### config.mk
export PLATFORM = sky130hd
export DESIGN_NAME = utf8_word_boundary_tokenizer_unit
export DESIGN_NICKNAME = d
export VERILOG_FILES = /design/src/rtl/uwbt_pkg.sv /design/src/rtl/uwbt_front.sv /design/src/rtl/uwbt_queue.sv /design/src/rtl/uwbt_back.sv /design/src/rtl/utf8_word_boundary_tokenizer_unit.sv
export VERILOG_INCLUDE_DIRS = /design/src /design/src/rtl
export SDC_FILE = /design/constraint.sdc
export NUM_CORES = 1
export LEC_CHECK = 0
export BUFFER_PORTS_ARGS = -buffer_cell sky130_fd_sc_hd__buf_2
export CAP_MARGIN = 5
export CORE_AREA = 2 2 170 172
export CTS_CLUSTER_DIAMETER = 50
export DETAILED_ROUTE_END_ITERATION = 6
export DIE_AREA = 0 0 172 174
export MAX_ROUTING_LAYER = met4
export PLACE_DENSITY = 0.92
export SYNTH_ARGS = -nofsm -noshare
export SYNTH_HDL_FRONTEND = slang
export SYNTH_HIERARCHICAL = 1
export SYNTH_SLANG_ARGS = --single-unit
export TNS_END_PERCENT = 30
### constraint.sdc
create_clock -name clk -period 13.9 [get_ports clk]
set_input_delay 2.78 -clock clk [delete_from_list [all_inputs] [get_ports clk]]
set_output_delay 2.78 -clock clk [all_outputs]
set_load 0.01 [all_outputs]
### src/rtl/utf8_word_boundary_tokenizer_unit_assert.svh
// Assertion macros used by the tokenizer event queue.
// Depends on a clock named clk and an active-low reset named arst_n in the
// module that uses them.
`ifndef UTF8_WORD_BOUNDARY_TOKENIZER_UNIT_ASSERT_SVH
`define UTF8_WORD_BOUNDARY_TOKENIZER_UNIT_ASSERT_SVH

// A condition that holds at every clock edge outside reset.
`define UWBT_ASSERT_ALWAYS(lbl, expr, msg) \
	lbl: assert property (@(posedge clk) disable iff (!arst_n) (expr)) else $error(msg);

// A condition in one cycle implies another in the next cycle.
`define UWBT_ASSERT_NEXT(lbl, pre, post, msg) \
	lbl: assert property (@(posedge clk) disable iff (!arst_n) (pre) |=> (post)) else $error(msg);

`endif

### src/rtl/uwbt_pkg.sv
// Package of the UTF-8 word boundary tokenizer: payload types, event class
// and byte classification helpers. Depends on nothing.
package uwbt_pkg;

	localparam int WIN_LEN     = 6;
	localparam int QUEUE_DEPTH = 4;
	localparam int OUT_W       = 24;
	localparam logic [OUT_W-1:0] OUT_MAX = 24'hFFFFFF;

	typedef struct packed {
		logic [7:0] text_byte;
		logic       end_of_text;
	} in_item_t;

	typedef struct packed {
		logic [OUT_W-1:0] word_start;
		logic [OUT_W-1:0] word_length;
		logic             run_last;
	} out_item_t;

	// One classified character, or the end-of-text marker.
	typedef struct packed {
		logic is_end;
		logic step_end;
		logic delim;
		logic digit;
		logic first12;
		logic letter;
		logic mb;
		logic mb_ok;
		logic dot;
	} ev_class_t;

	function automatic logic [2:0] char_len(input logic [7:0] b);
		logic [2:0] r;
		r = 3'd1;
		if (b >= 8'hC0 && b <= 8'hDF) r = 3'd2;
		else if (b >= 8'hE0 && b <= 8'hEF) r = 3'd3;
		else if (b >= 8'hF0 && b <= 8'hF7) r = 3'd4;
		else if (b >= 8'hF8 && b <= 8'hFB) r = 3'd5;
		else if (b == 8'hFC || b == 8'hFD) r = 3'd6;
		return r;
	endfunction

	function automatic logic is_digit(input logic [7:0] b);
		return b >= 8'h30 && b <= 8'h39;
	endfunction

	function automatic logic is_alpha(input logic [7:0] b);
		logic [7:0] l;
		l = b | 8'h20;
		return !b[7] && l >= 8'h61 && l <= 8'h7A;
	endfunction

	// Punctuation that stays inside words in forward mode.
	function automatic logic keep_fwd(input logic [7:0] b);
		return b == 8'h3B || b == 8'h2E || b == 8'h3A || b == 8'h3F ||
			b == 8'h21 || b == 8'h29 || b == 8'h28;
	endfunction

endpackage

### src/rtl/uwbt_front.sv
// Front part of the tokenizer: lookahead window, UTF-8 decode and character
// classification. Depends on uwbt_pkg.
module uwbt_front #(
	parameter int OFFSET_BITS = 24
) (
	input  logic                   clk,
	input  logic                   arst_n,
	input  logic                   mode,
	input  logic                   in_valid,
	output logic                   in_ready,
	input  uwbt_pkg::in_item_t     in_data,
	input  logic                   q_full,
	output logic                   ev_push,
	output uwbt_pkg::ev_class_t    ev_cls,
	output logic [OFFSET_BITS-1:0] ev_pos
);
	import uwbt_pkg::*;

	typedef enum logic [1:0] {
		FS_RUN   = 2'b01,
		FS_DRAIN = 2'b10
	} front_state_t;

	localparam logic [OFFSET_BITS-1:0] POS_MAX = '1;

	front_state_t           state_q;
	logic [7:0]             win_q [WIN_LEN];
	logic [2:0]             fill_q;
	logic [2:0]             cont_q;
	logic [OFFSET_BITS-1:0] pos_q;

	logic [7:0]  win_w [WIN_LEN];
	logic [7:0]  hw [WIN_LEN];
	logic [2:0]  fill_w;
	logic [2:0]  avail;
	logic [2:0]  len;
	logic [2:0]  n;
	logic [7:0]  b;
	logic [7:0]  mask;
	logic [31:0] cp;
	logic        accept;
	logic        do_head;
	logic        lead;
	logic        nbsp;
	logic        dinv;
	logic        drain_end;

	assign accept = in_valid && in_ready;
	assign in_ready = (state_q == FS_RUN) && !q_full;
	assign fill_w = fill_q + {2'b0, accept};

	always_comb begin
		for (int k = 0; k < WIN_LEN; k++) begin
			win_w[k] = (accept && fill_q == 3'(k)) ? in_data.text_byte : win_q[k];
		end
		if (state_q == FS_DRAIN) begin
			hw = win_q;
			avail = fill_q;
		end else begin
			hw = win_w;
			avail = 3'(WIN_LEN);
		end
		b = hw[0];
		len = char_len(b);
		n = (len < avail) ? len : avail;
		case (len)
			3'd2: mask = 8'h1F;
			3'd3: mask = 8'h0F;
			3'd4: mask = 8'h07;
			3'd5: mask = 8'h03;
			3'd6: mask = 8'h01;
			default: mask = 8'hFF;
		endcase
		cp = {24'b0, b & mask};
		for (int k = 1; k < WIN_LEN; k++) begin
			if (3'(k) < n) cp = {cp[25:0], hw[k][5:0]};
		end
		nbsp = avail == 3'(WIN_LEN) && hw[0] == 8'h26 && hw[1] == 8'h6E &&
			hw[2] == 8'h62 && hw[3] == 8'h73 && hw[4] == 8'h70 && hw[5] == 8'h3B;
		if (b <= 8'd32) dinv = 1'b1;
		else if (b[7]) begin
			if (cp == 32'd133) dinv = 1'b1;
			else if (cp >= 32'h1E00 && cp <= 32'h1EFF) dinv = 1'b0;
			else dinv = cp >= 32'h250;
		end else if (is_digit(b)) dinv = 1'b0;
		else if (b == 8'h26) dinv = nbsp;
		else if (b == 8'h3D || is_alpha(b)) dinv = 1'b0;
		else dinv = 1'b1;
	end

	assign lead = cont_q == 3'd0;
	assign do_head = (state_q == FS_RUN) ? (accept && !in_data.end_of_text &&
		fill_w == 3'(WIN_LEN)) : (fill_q != 3'd0 && !q_full);
	assign drain_end = (state_q == FS_DRAIN) && fill_q == 3'd0 && !q_full;

	always_comb begin
		ev_cls = '0;
		if (drain_end) begin
			ev_cls.is_end = 1'b1;
			ev_cls.step_end = 1'b1;
		end else begin
			ev_cls.step_end = state_q == FS_RUN;
			ev_cls.delim = dinv && !(mode && keep_fwd(b));
			ev_cls.digit = is_digit(b);
			ev_cls.first12 = b == 8'h31 || b == 8'h32;
			ev_cls.letter = is_alpha(b) || b == 8'h5F;
			ev_cls.mb = b[7];
			ev_cls.mb_ok = (cp >= 32'h1E00 && cp <= 32'h1EFF) || cp < 32'h22A;
			ev_cls.dot = b == 8'h2E;
		end
	end

	assign ev_push = (do_head && lead) || drain_end;
	assign ev_pos = pos_q;

	always_ff @(posedge clk or negedge arst_n) begin
		if (!arst_n) begin
			state_q <= FS_RUN;
			fill_q <= '0;
			cont_q <= '0;
			pos_q <= '0;
			for (int k = 0; k < WIN_LEN; k++) win_q[k] <= '0;
		end else begin
			if (do_head) begin
				for (int k = 0; k < WIN_LEN - 1; k++) win_q[k] <= hw[k+1];
				win_q[WIN_LEN-1] <= '0;
				fill_q <= ((state_q == FS_DRAIN) ? fill_q : fill_w) - 3'd1;
				cont_q <= lead ? len - 3'd1 : cont_q - 3'd1;
				if (pos_q != POS_MAX) pos_q <= pos_q + 1'b1;
			end else if (accept) begin
				win_q <= win_w;
				fill_q <= fill_w;
			end
			if (accept && in_data.end_of_text) state_q <= FS_DRAIN;
			if (drain_end) begin
				state_q <= FS_RUN;
				pos_q <= '0;
				cont_q <= '0;
			end
		end
	end

endmodule

### src/rtl/uwbt_queue.sv
// Short event queue between the front and back parts of the tokenizer.
// Depends on uwbt_pkg and the assertion macro header.
`include "utf8_word_boundary_tokenizer_unit_assert.svh"

module uwbt_queue #(
	parameter int OFFSET_BITS = 24
) (
	input  logic                   clk,
	input  logic                   arst_n,
	input  logic                   push,
	input  uwbt_pkg::ev_class_t    wr_cls,
	input  logic [OFFSET_BITS-1:0] wr_pos,
	output logic                   full,
	input  logic                   pop,
	output logic                   empty,
	output uwbt_pkg::ev_class_t    rd_cls,
	output logic [OFFSET_BITS-1:0] rd_pos
);
	import uwbt_pkg::*;

	localparam int PW = $clog2(QUEUE_DEPTH);

	ev_class_t              cls_q [QUEUE_DEPTH];
	logic [OFFSET_BITS-1:0] pos_q [QUEUE_DEPTH];
	logic [PW-1:0]          wr_ptr_q;
	logic [PW-1:0]          rd_ptr_q;
	logic [PW:0]            count_q;

	assign full = count_q == (PW+1)'(QUEUE_DEPTH);
	assign empty = count_q == '0;
	assign rd_cls = cls_q[rd_ptr_q];
	assign rd_pos = pos_q[rd_ptr_q];

	always_ff @(posedge clk) begin
		if (push) begin
			cls_q[wr_ptr_q] <= wr_cls;
			pos_q[wr_ptr_q] <= wr_pos;
		end
	end

	always_ff @(posedge clk or negedge arst_n) begin
		if (!arst_n) begin
			wr_ptr_q <= '0;
			rd_ptr_q <= '0;
			count_q <= '0;
		end else begin
			if (push) wr_ptr_q <= wr_ptr_q + 1'b1;
			if (pop) rd_ptr_q <= rd_ptr_q + 1'b1;
			count_q <= count_q + {{PW{1'b0}}, push} - {{PW{1'b0}}, pop};
		end
	end

	`UWBT_ASSERT_ALWAYS(a_no_overflow, !(push && full), "event queue overflow")
	`UWBT_ASSERT_ALWAYS(a_no_underflow, !(pop && empty), "event queue underflow")
	`UWBT_ASSERT_ALWAYS(a_count_bound, count_q <= (PW+1)'(QUEUE_DEPTH), "queue count too big")
	`UWBT_ASSERT_NEXT(a_count_up, push && !pop, count_q == $past(count_q) + 1'b1, "bad count")

endmodule

### src/rtl/uwbt_back.sv
// Back part of the tokenizer: word tracking, shape filter and result output.
// Depends on uwbt_pkg.
module uwbt_back #(
	parameter int OFFSET_BITS = 24
) (
	input  logic                   clk,
	input  logic                   arst_n,
	input  logic                   mode,
	input  logic                   ev_valid,
	input  uwbt_pkg::ev_class_t    ev_cls,
	input  logic [OFFSET_BITS-1:0] ev_pos,
	output logic                   ev_pop,
	output logic                   out_valid,
	input  logic                   out_ready,
	output uwbt_pkg::out_item_t    out_data
);
	import uwbt_pkg::*;

	localparam int PW = (OFFSET_BITS > OUT_W) ? OFFSET_BITS : OUT_W;

	typedef enum logic [1:0] {
		PH_HEAD    = 2'd0,
		PH_LETTERS = 2'd1,
		PH_TAIL    = 2'd2,
		PH_REST    = 2'd3
	} phase_t;

	typedef struct packed {
		phase_t     phase;
		logic [2:0] hcnt;
		logic [2:0] mcnt;
		logic       first12;
		logic       tail;
		logic       reject;
		logic       dot;
	} filt_t;

	function automatic filt_t filter_char(input filt_t f, input ev_class_t c);
		filt_t r;
		logic  done;
		r = f;
		done = 1'b0;
		if (r.phase == PH_HEAD) begin
			if (c.digit) begin
				if (r.hcnt == 3'd0 && c.first12) r.first12 = 1'b1;
				if (r.hcnt < 3'd5) r.hcnt = r.hcnt + 3'd1;
				done = 1'b1;
			end else r.phase = PH_LETTERS;
		end
		if (!done && r.phase == PH_LETTERS) begin
			if (c.mb) begin
				if (!c.mb_ok) r.reject = 1'b1;
				else if (r.mcnt < 3'd4) r.mcnt = r.mcnt + 3'd1;
				done = 1'b1;
			end else if (c.letter) begin
				if (r.mcnt < 3'd4) r.mcnt = r.mcnt + 3'd1;
				done = 1'b1;
			end else r.phase = PH_TAIL;
		end
		if (!done && r.phase == PH_TAIL) begin
			if (c.digit) r.tail = 1'b1;
			else begin
				r.phase = PH_REST;
				if (c.dot) r.dot = 1'b1;
			end
			done = 1'b1;
		end
		if (!done) r.dot = 1'b0;
		return r;
	endfunction

	function automatic logic filter_ok(input filt_t f);
		logic h;
		logic m;
		h = f.hcnt != 3'd0;
		m = f.mcnt != 3'd0;
		if (f.reject) return 1'b0;
		if (f.phase == PH_REST) return !h && f.tail && f.dot;
		if (h && m && !f.tail) return f.hcnt <= 3'd2 && f.mcnt <= 3'd3;
		if (h && !m) return f.hcnt <= 3'd3 || (f.hcnt == 3'd4 && f.first12);
		if (h && m && f.tail) return 1'b0;
		return 1'b1;
	endfunction

	function automatic logic [OUT_W-1:0] sat(input logic [OFFSET_BITS-1:0] v);
		logic [PW-1:0] w;
		w = PW'(v);
		return (w > PW'(OUT_MAX)) ? OUT_MAX : w[OUT_W-1:0];
	endfunction

	logic                   inside_q;
	logic [OFFSET_BITS-1:0] begin_q;
	filt_t                  filt_q;
	logic                   held_q;
	logic                   held_final_q;
	out_item_t              held_data_q;
	logic                   out_valid_q;
	out_item_t              out_data_q;

	logic      out_free;
	logic      r_ok;
	logic      closes;
	out_item_t r_item;
	filt_t     filt_n;
	logic      emit;
	out_item_t emit_data;

	assign out_free = !out_valid_q || out_ready;
	assign ev_pop = ev_valid && out_free && !held_final_q;
	assign closes = ev_cls.is_end || ev_cls.delim;

	always_comb begin
		r_ok = closes && inside_q && (mode || filter_ok(filt_q));
		r_item.word_start = sat(begin_q);
		r_item.word_length = sat(ev_pos - begin_q);
		r_item.run_last = 1'b0;
		filt_n = filter_char(inside_q ? filt_q : '0, ev_cls);
	end

	// A held word goes out once it is known whether another word follows it in the
	// same step; the last word of a step carries the run marker.
	always_comb begin
		emit = 1'b0;
		emit_data = held_data_q;
		if (held_final_q) begin
			emit = out_free;
			emit_data.run_last = 1'b1;
		end else if (ev_pop) begin
			if (held_q) begin
				emit = r_ok || ev_cls.step_end;
				emit_data.run_last = !r_ok;
			end else if (r_ok && ev_cls.step_end) begin
				emit = 1'b1;
				emit_data = r_item;
				emit_data.run_last = 1'b1;
			end
		end
	end

	always_ff @(posedge clk) begin
		if (ev_pop && !closes) begin
			if (!inside_q) begin_q <= ev_pos;
			filt_q <= filt_n;
		end
	end

	always_ff @(posedge clk or negedge arst_n) begin
		if (!arst_n) begin
			inside_q <= 1'b0;
			held_q <= 1'b0;
			held_final_q <= 1'b0;
			out_valid_q <= 1'b0;
			held_data_q <= '0;
			out_data_q <= '0;
		end else begin
			if (emit) begin
				out_valid_q <= 1'b1;
				out_data_q <= emit_data;
			end else if (out_ready) begin
				out_valid_q <= 1'b0;
			end
			if (held_final_q && out_free) begin
				held_q <= 1'b0;
				held_final_q <= 1'b0;
			end else if (ev_pop) begin
				inside_q <= !closes;
				if (held_q) begin
					if (r_ok) begin
						held_data_q <= r_item;
						held_final_q <= ev_cls.step_end;
					end else if (ev_cls.step_end) begin
						held_q <= 1'b0;
					end
				end else if (r_ok && !ev_cls.step_end) begin
					held_q <= 1'b1;
					held_data_q <= r_item;
				end
			end
		end
	end

	assign out_valid = out_valid_q;
	assign out_data = out_data_q;

endmodule

### src/rtl/utf8_word_boundary_tokenizer_unit.sv
// Top level of the UTF-8 word boundary tokenizer: mode register and the
// front, queue and back parts. Depends on uwbt_pkg, uwbt_front, uwbt_queue, uwbt_back.
//
//   Channel   Handshake               Payload
//   input     in_valid / in_ready     in_data  (text_byte, end_of_text)
//   output    out_valid / out_ready   out_data (word_start, word_length, run_last)
//   config    cfg_we                  cfg_data (mode)
//
// One byte transfer per cycle is sustained while the event queue is not full. A byte
// that ends the text starts a drain of the six-byte window, one byte per cycle while
// the queue is not full, followed by one end marker: the input is held off until the
// marker is queued. The back part handles one queued event per cycle while the output
// is free, and holds off events while the second of two words from one event is sent.
// Reset clears the window, the position counters, the queue and the word state at once.
// A stall on the output fills the four-entry event queue before the input is held off.
module utf8_word_boundary_tokenizer_unit #(
	parameter int OFFSET_BITS = 24
) (
	input  logic                clk,
	input  logic                arst_n,
	input  logic                in_valid,
	output logic                in_ready,
	input  uwbt_pkg::in_item_t  in_data,
	output logic                out_valid,
	input  logic                out_ready,
	output uwbt_pkg::out_item_t out_data,
	input  logic                cfg_we,
	input  logic                cfg_data
);
	import uwbt_pkg::*;

	// Mode: 0 selects inverted delimiters with the shape filter, 1 forward delimiters.
	logic mode_q;

	always_ff @(posedge clk or negedge arst_n) begin
		if (!arst_n) begin
			mode_q <= 1'b0;
		end else if (cfg_we) begin
			mode_q <= cfg_data;
		end
	end

	// Events travel from the front part to the back part through the queue.
	logic                   q_full;
	logic                   q_empty;
	logic                   ev_push;
	logic                   ev_pop;
	ev_class_t              wr_cls;
	ev_class_t              rd_cls;
	logic [OFFSET_BITS-1:0] wr_pos;
	logic [OFFSET_BITS-1:0] rd_pos;

	uwbt_front #(.OFFSET_BITS(OFFSET_BITS)) u_front (
		.clk      (clk),
		.arst_n   (arst_n),
		.mode     (mode_q),
		.in_valid (in_valid),
		.in_ready (in_ready),
		.in_data  (in_data),
		.q_full   (q_full),
		.ev_push  (ev_push),
		.ev_cls   (wr_cls),
		.ev_pos   (wr_pos)
	);

	uwbt_queue #(.OFFSET_BITS(OFFSET_BITS)) u_queue (
		.clk    (clk),
		.arst_n (arst_n),
		.push   (ev_push),
		.wr_cls (wr_cls),
		.wr_pos (wr_pos),
		.full   (q_full),
		.pop    (ev_pop),
		.empty  (q_empty),
		.rd_cls (rd_cls),
		.rd_pos (rd_pos)
	);

	// The back part closes words and applies the shape filter with the current mode.
	uwbt_back #(.OFFSET_BITS(OFFSET_BITS)) u_back (
		.clk       (clk),
		.arst_n    (arst_n),
		.mode      (mode_q),
		.ev_valid  (!q_empty),
		.ev_cls    (rd_cls),
		.ev_pos    (rd_pos),
		.ev_pop    (ev_pop),
		.out_valid (out_valid),
		.out_ready (out_ready),
		.out_data  (out_data)
	);

endmodule

==> results.sh <==
export IMPL_synth_seq_area_share=0.524
export IMPL_cts_inserted_buffers=39
export IMPL_clock_skew_ps=22.1
export IMPL_synth_main_ff_cell="dfrtp_1"
export IMPL_nNetsFinal=1810
export IMPL_worst_pin_slew_ps=1010
export IMPL_cp_buffers_inverters=4
export IMPL_worstPathRequired_ps=14220
export IMPL_dr_total_vias=14669
export IMPL_core_area_mm2=0.0282
export IMPL_layout_setup_ws_ps=5880
export IMPL_synth_cell_type_count=91
export IMPL_status="finished, final reports clean"
export IMPL_areaGrowthSynthToFinish_pct=9.37
export IMPL_cts_root_buf="clkbuf_16"
export IMPL_dieHeight_um=174
export IMPL_clock_path_buffers=3
export IMPL_power_density_mw_per_mm2=266
export IMPL_grt_pass1_vias=14268
export IMPL_start_util=0.661
export IMPL_slew_violations=0
export IMPL_path_cells="buf_2 -> nand4bb_1 -> clkinv_2 -> nand2_1 -> buf_4 -> o41ai_1 -> ha_1 -> inv_1 -> a21oi_1 -> a311oi_1 -> a21oi_2 -> nor2_1 -> a221oi_1 -> and3_1 -> nand3_1 -> o2111a_1 -> o2bb2ai_1"
export IMPL_cts_hold_buf=0
export IMPL_totalNegativeSetupSlack_ps=0
export IMPL_rsz0062_at_grt="false"
export IMPL_grt_pass1_wl_mm=78.2
export IMPL_drt_iter0_drc=2252
export IMPL_drt_total_wl_mm=50.1
export IMPL_vias_per_cell=6.77
export IMPL_cap_violations=0
export IMPL_drc_errors=0
export IMPL_fin_crit_sh=0.577
export IMPL_multiInputGateArea_mm2=0.00817
export IMPL_worstSkewPairLatency_ps=540
export IMPL_timing_fmax_mhz=125
export IMPL_ys_ff_latch=357
export IMPL_cts_tree="done"
export IMPL_first_pass_iters=7
export IMPL_cts_resized=0
export IMPL_cp_max_fo=25
export IMPL_setup_violations_final=0
export IMPL_place_congestion=1.07
export IMPL_end_kind="flop"
export IMPL_ys_warn_count=6
export IMPL_grtUsageTotal=0.347
export IMPL_h_tree_depth=2
export IMPL_syn_num_nets=1779
export IMPL_total_power_mw=5.44
export IMPL_dp_hpwl_mm=33.3
export IMPL_clkSlewWorstSetupHoldPaths_ps=50
export IMPL_irDropWorstVdd_v=0.000162
export IMPL_seq_area_mm2=0.00978
export IMPL_drive_gt1_frac=0.140
export IMPL_instances_no_fill=2166
export IMPL_globalRouteOverflowTotal=0
export IMPL_critical_path_top_delay_family="compound AO/OA/AOI/OAI gates"
export IMPL_dp_slack_ps=5510
export IMPL_mostFrequentLayoutCells="dfrtp_1, nor2_1, edfxtp_1"
export IMPL_holdWs_ps=490
export IMPL_finalHoldViolations=0
export IMPL_period_needed_ps=8020
export IMPL_numPlacedInstances=2095
export IMPL_syn_inst=1721
export IMPL_dieWidth_um=172
export IMPL_async_reset_ff_frac=0.529
export IMPL_io_buffers=65
export IMPL_io_pins=66
export IMPL_dieArea_mm2=0.0299
export IMPL_syn_avg_cell_area_um2=10.8
export IMPL_wire_per_inst_um=23.1
export IMPL_synth_edf_count=168
export IMPL_nFillCells=1879
export IMPL_fp_row_count=62
export IMPL_start_kind="primary input"
export IMPL_critPathSlowestCell="a21oi_2"
export IMPL_max_stage_delay_ps=780
export IMPL_slew_headroom=0.326
export IMPL_hold_path_class="reg2reg"
export IMPL_antenna_found_initial=1
export IMPL_synth_area_mm2=0.0187
export IMPL_drtAntennaViolNets=0
export IMPL_grt_max_degree=121
export IMPL_clock_sinks=357
export IMPL_leakage_nw=8.47
export IMPL_cts_setup_buffers=0
export IMPL_critPathKind="in2reg"
export IMPL_worstPathArrival_ps=8350
worst paths after layout:
check / startpoint / endpoint / slack, ps / depth (start not counted)
worst max register to register: u_queue/count_q[1] / u_queue/cls_q[0][1] / 7480 / 18
worst min-delay path: u_front/state_q[0] / u_front/state_q[0] / 490 / 2
worst min register to register: u_front/state_q[0] / u_front/state_q[0] / 490 / 2
worst max-delay path: in_valid / u_queue/cls_q[2][6] / 5880 / 17
max in group asynchronous: arst_n / u_front/ev_pos[9] / 10030 / 2
min in group asynchronous: arst_n / u_back/out_data[0] / 2390 / 1
synthesized netlist by cell type (36+ instances only):
library cell / count / share of area
clkbuf_1: 45 / 0.0091
mux2i_1: 71 / 0.038
a21oi_1: 162 / 0.043
mux2_2: 36 / 0.022
o21ai_0: 78 / 0.021
nand3_1: 41 / 0.011
dfrtp_1: 188 / 0.25
nor2_1: 187 / 0.038
ha_1: 41 / 0.027
inv_1: 60 / 0.012
edfxtp_1: 168 / 0.27
nand2_1: 166 / 0.033
power by group:
group / total (mW) / switching, mW / internal, mW / leakage [nW]
combinational: 2.67 / 1.69 / 0.983 / 3.98
clock: 0.996 / 0.420 / 0.576 / 0.598
sequential: 1.77 / 0.255 / 1.51 / 3.89
worst register-to-register path, stage by stage, from the launching register on:
cell       delay, ps
dfrtp_1          430
nor3b_1          470
nand4bb_1        630
clkinv_2         420
nand2_1          150
buf_4            310
a31oi_1          260
inv_1            240
ha_1             290
o21ba_2          210
nor2_1           280
or4_1            270
o31a_1           440
mux2_4           340
mux4_2           500
a311o_1          380
o221ai_1         230
a21oi_1          100
o21ai_1          270
stage by stage:
stage / area (µm²) / utilization
after global placement: 19200 / 0.679
after CTS: 20400 / 0.723
after floorplan: 18700 / -
final: 20400 / 0.723
after global routing: 20400 / 0.723
after detailed placement: 19200 / 0.679
layout make-up:
class,count,area share
clock buffer,55,0.0538
clock inverter,15,0.00638
antenna,1,0.000123
timing repair buffer,89,0.0252
tap,384,0.0235
inverter,63,0.0116
multi-input combinational,1202,0.400
sequential,357,0.479
layer usage:
metal / global-route usage / wire length, µm
met1: 0.459 / 19600
met2: 0.540 / 23900
met3: 0.0647 / 4630
met4: 0.130 / 1980
met5: - / 0
logic make-up (layout without fill, tap and decap cells):
group / after synthesis / after routing / synth area share
xor+xnor: 46 / 46 / 0.0216
compound gates: 415 / 415 / 0.139
buf+inv: 162 / 222 / 0.0404
simple gates: 552 / 552 / 0.139
fa+ha+maj: 43 / 43 / 0.0296
other cells: 0 / 1 / 0
flops: 357 / 357 / 0.524
mux: 146 / 146 / 0.107
sequential cells by signal (all words and copies together) (netlist names):
signal and flops:
u_queue/pos_q 96, u_back/out_data 49, u_back/held_data_q 48, u_front/win_q 48, u_queue/cls_q 36, u_back/begin_q 24
u_front/ev_pos 24, u_back/filt_q 12, u_front/cont_q 3, u_front/fill_q 3, u_queue/count_q 3, u_front/state_q 2
u_queue/rd_ptr_q 2, u_queue/wr_ptr_q 2, mode_q 1, u_back/held_final_q 1, u_back/held_q 1, u_back/inside_q 1
u_back/out_valid 1
Note: power is estimated with default switching activity, not from simulation.
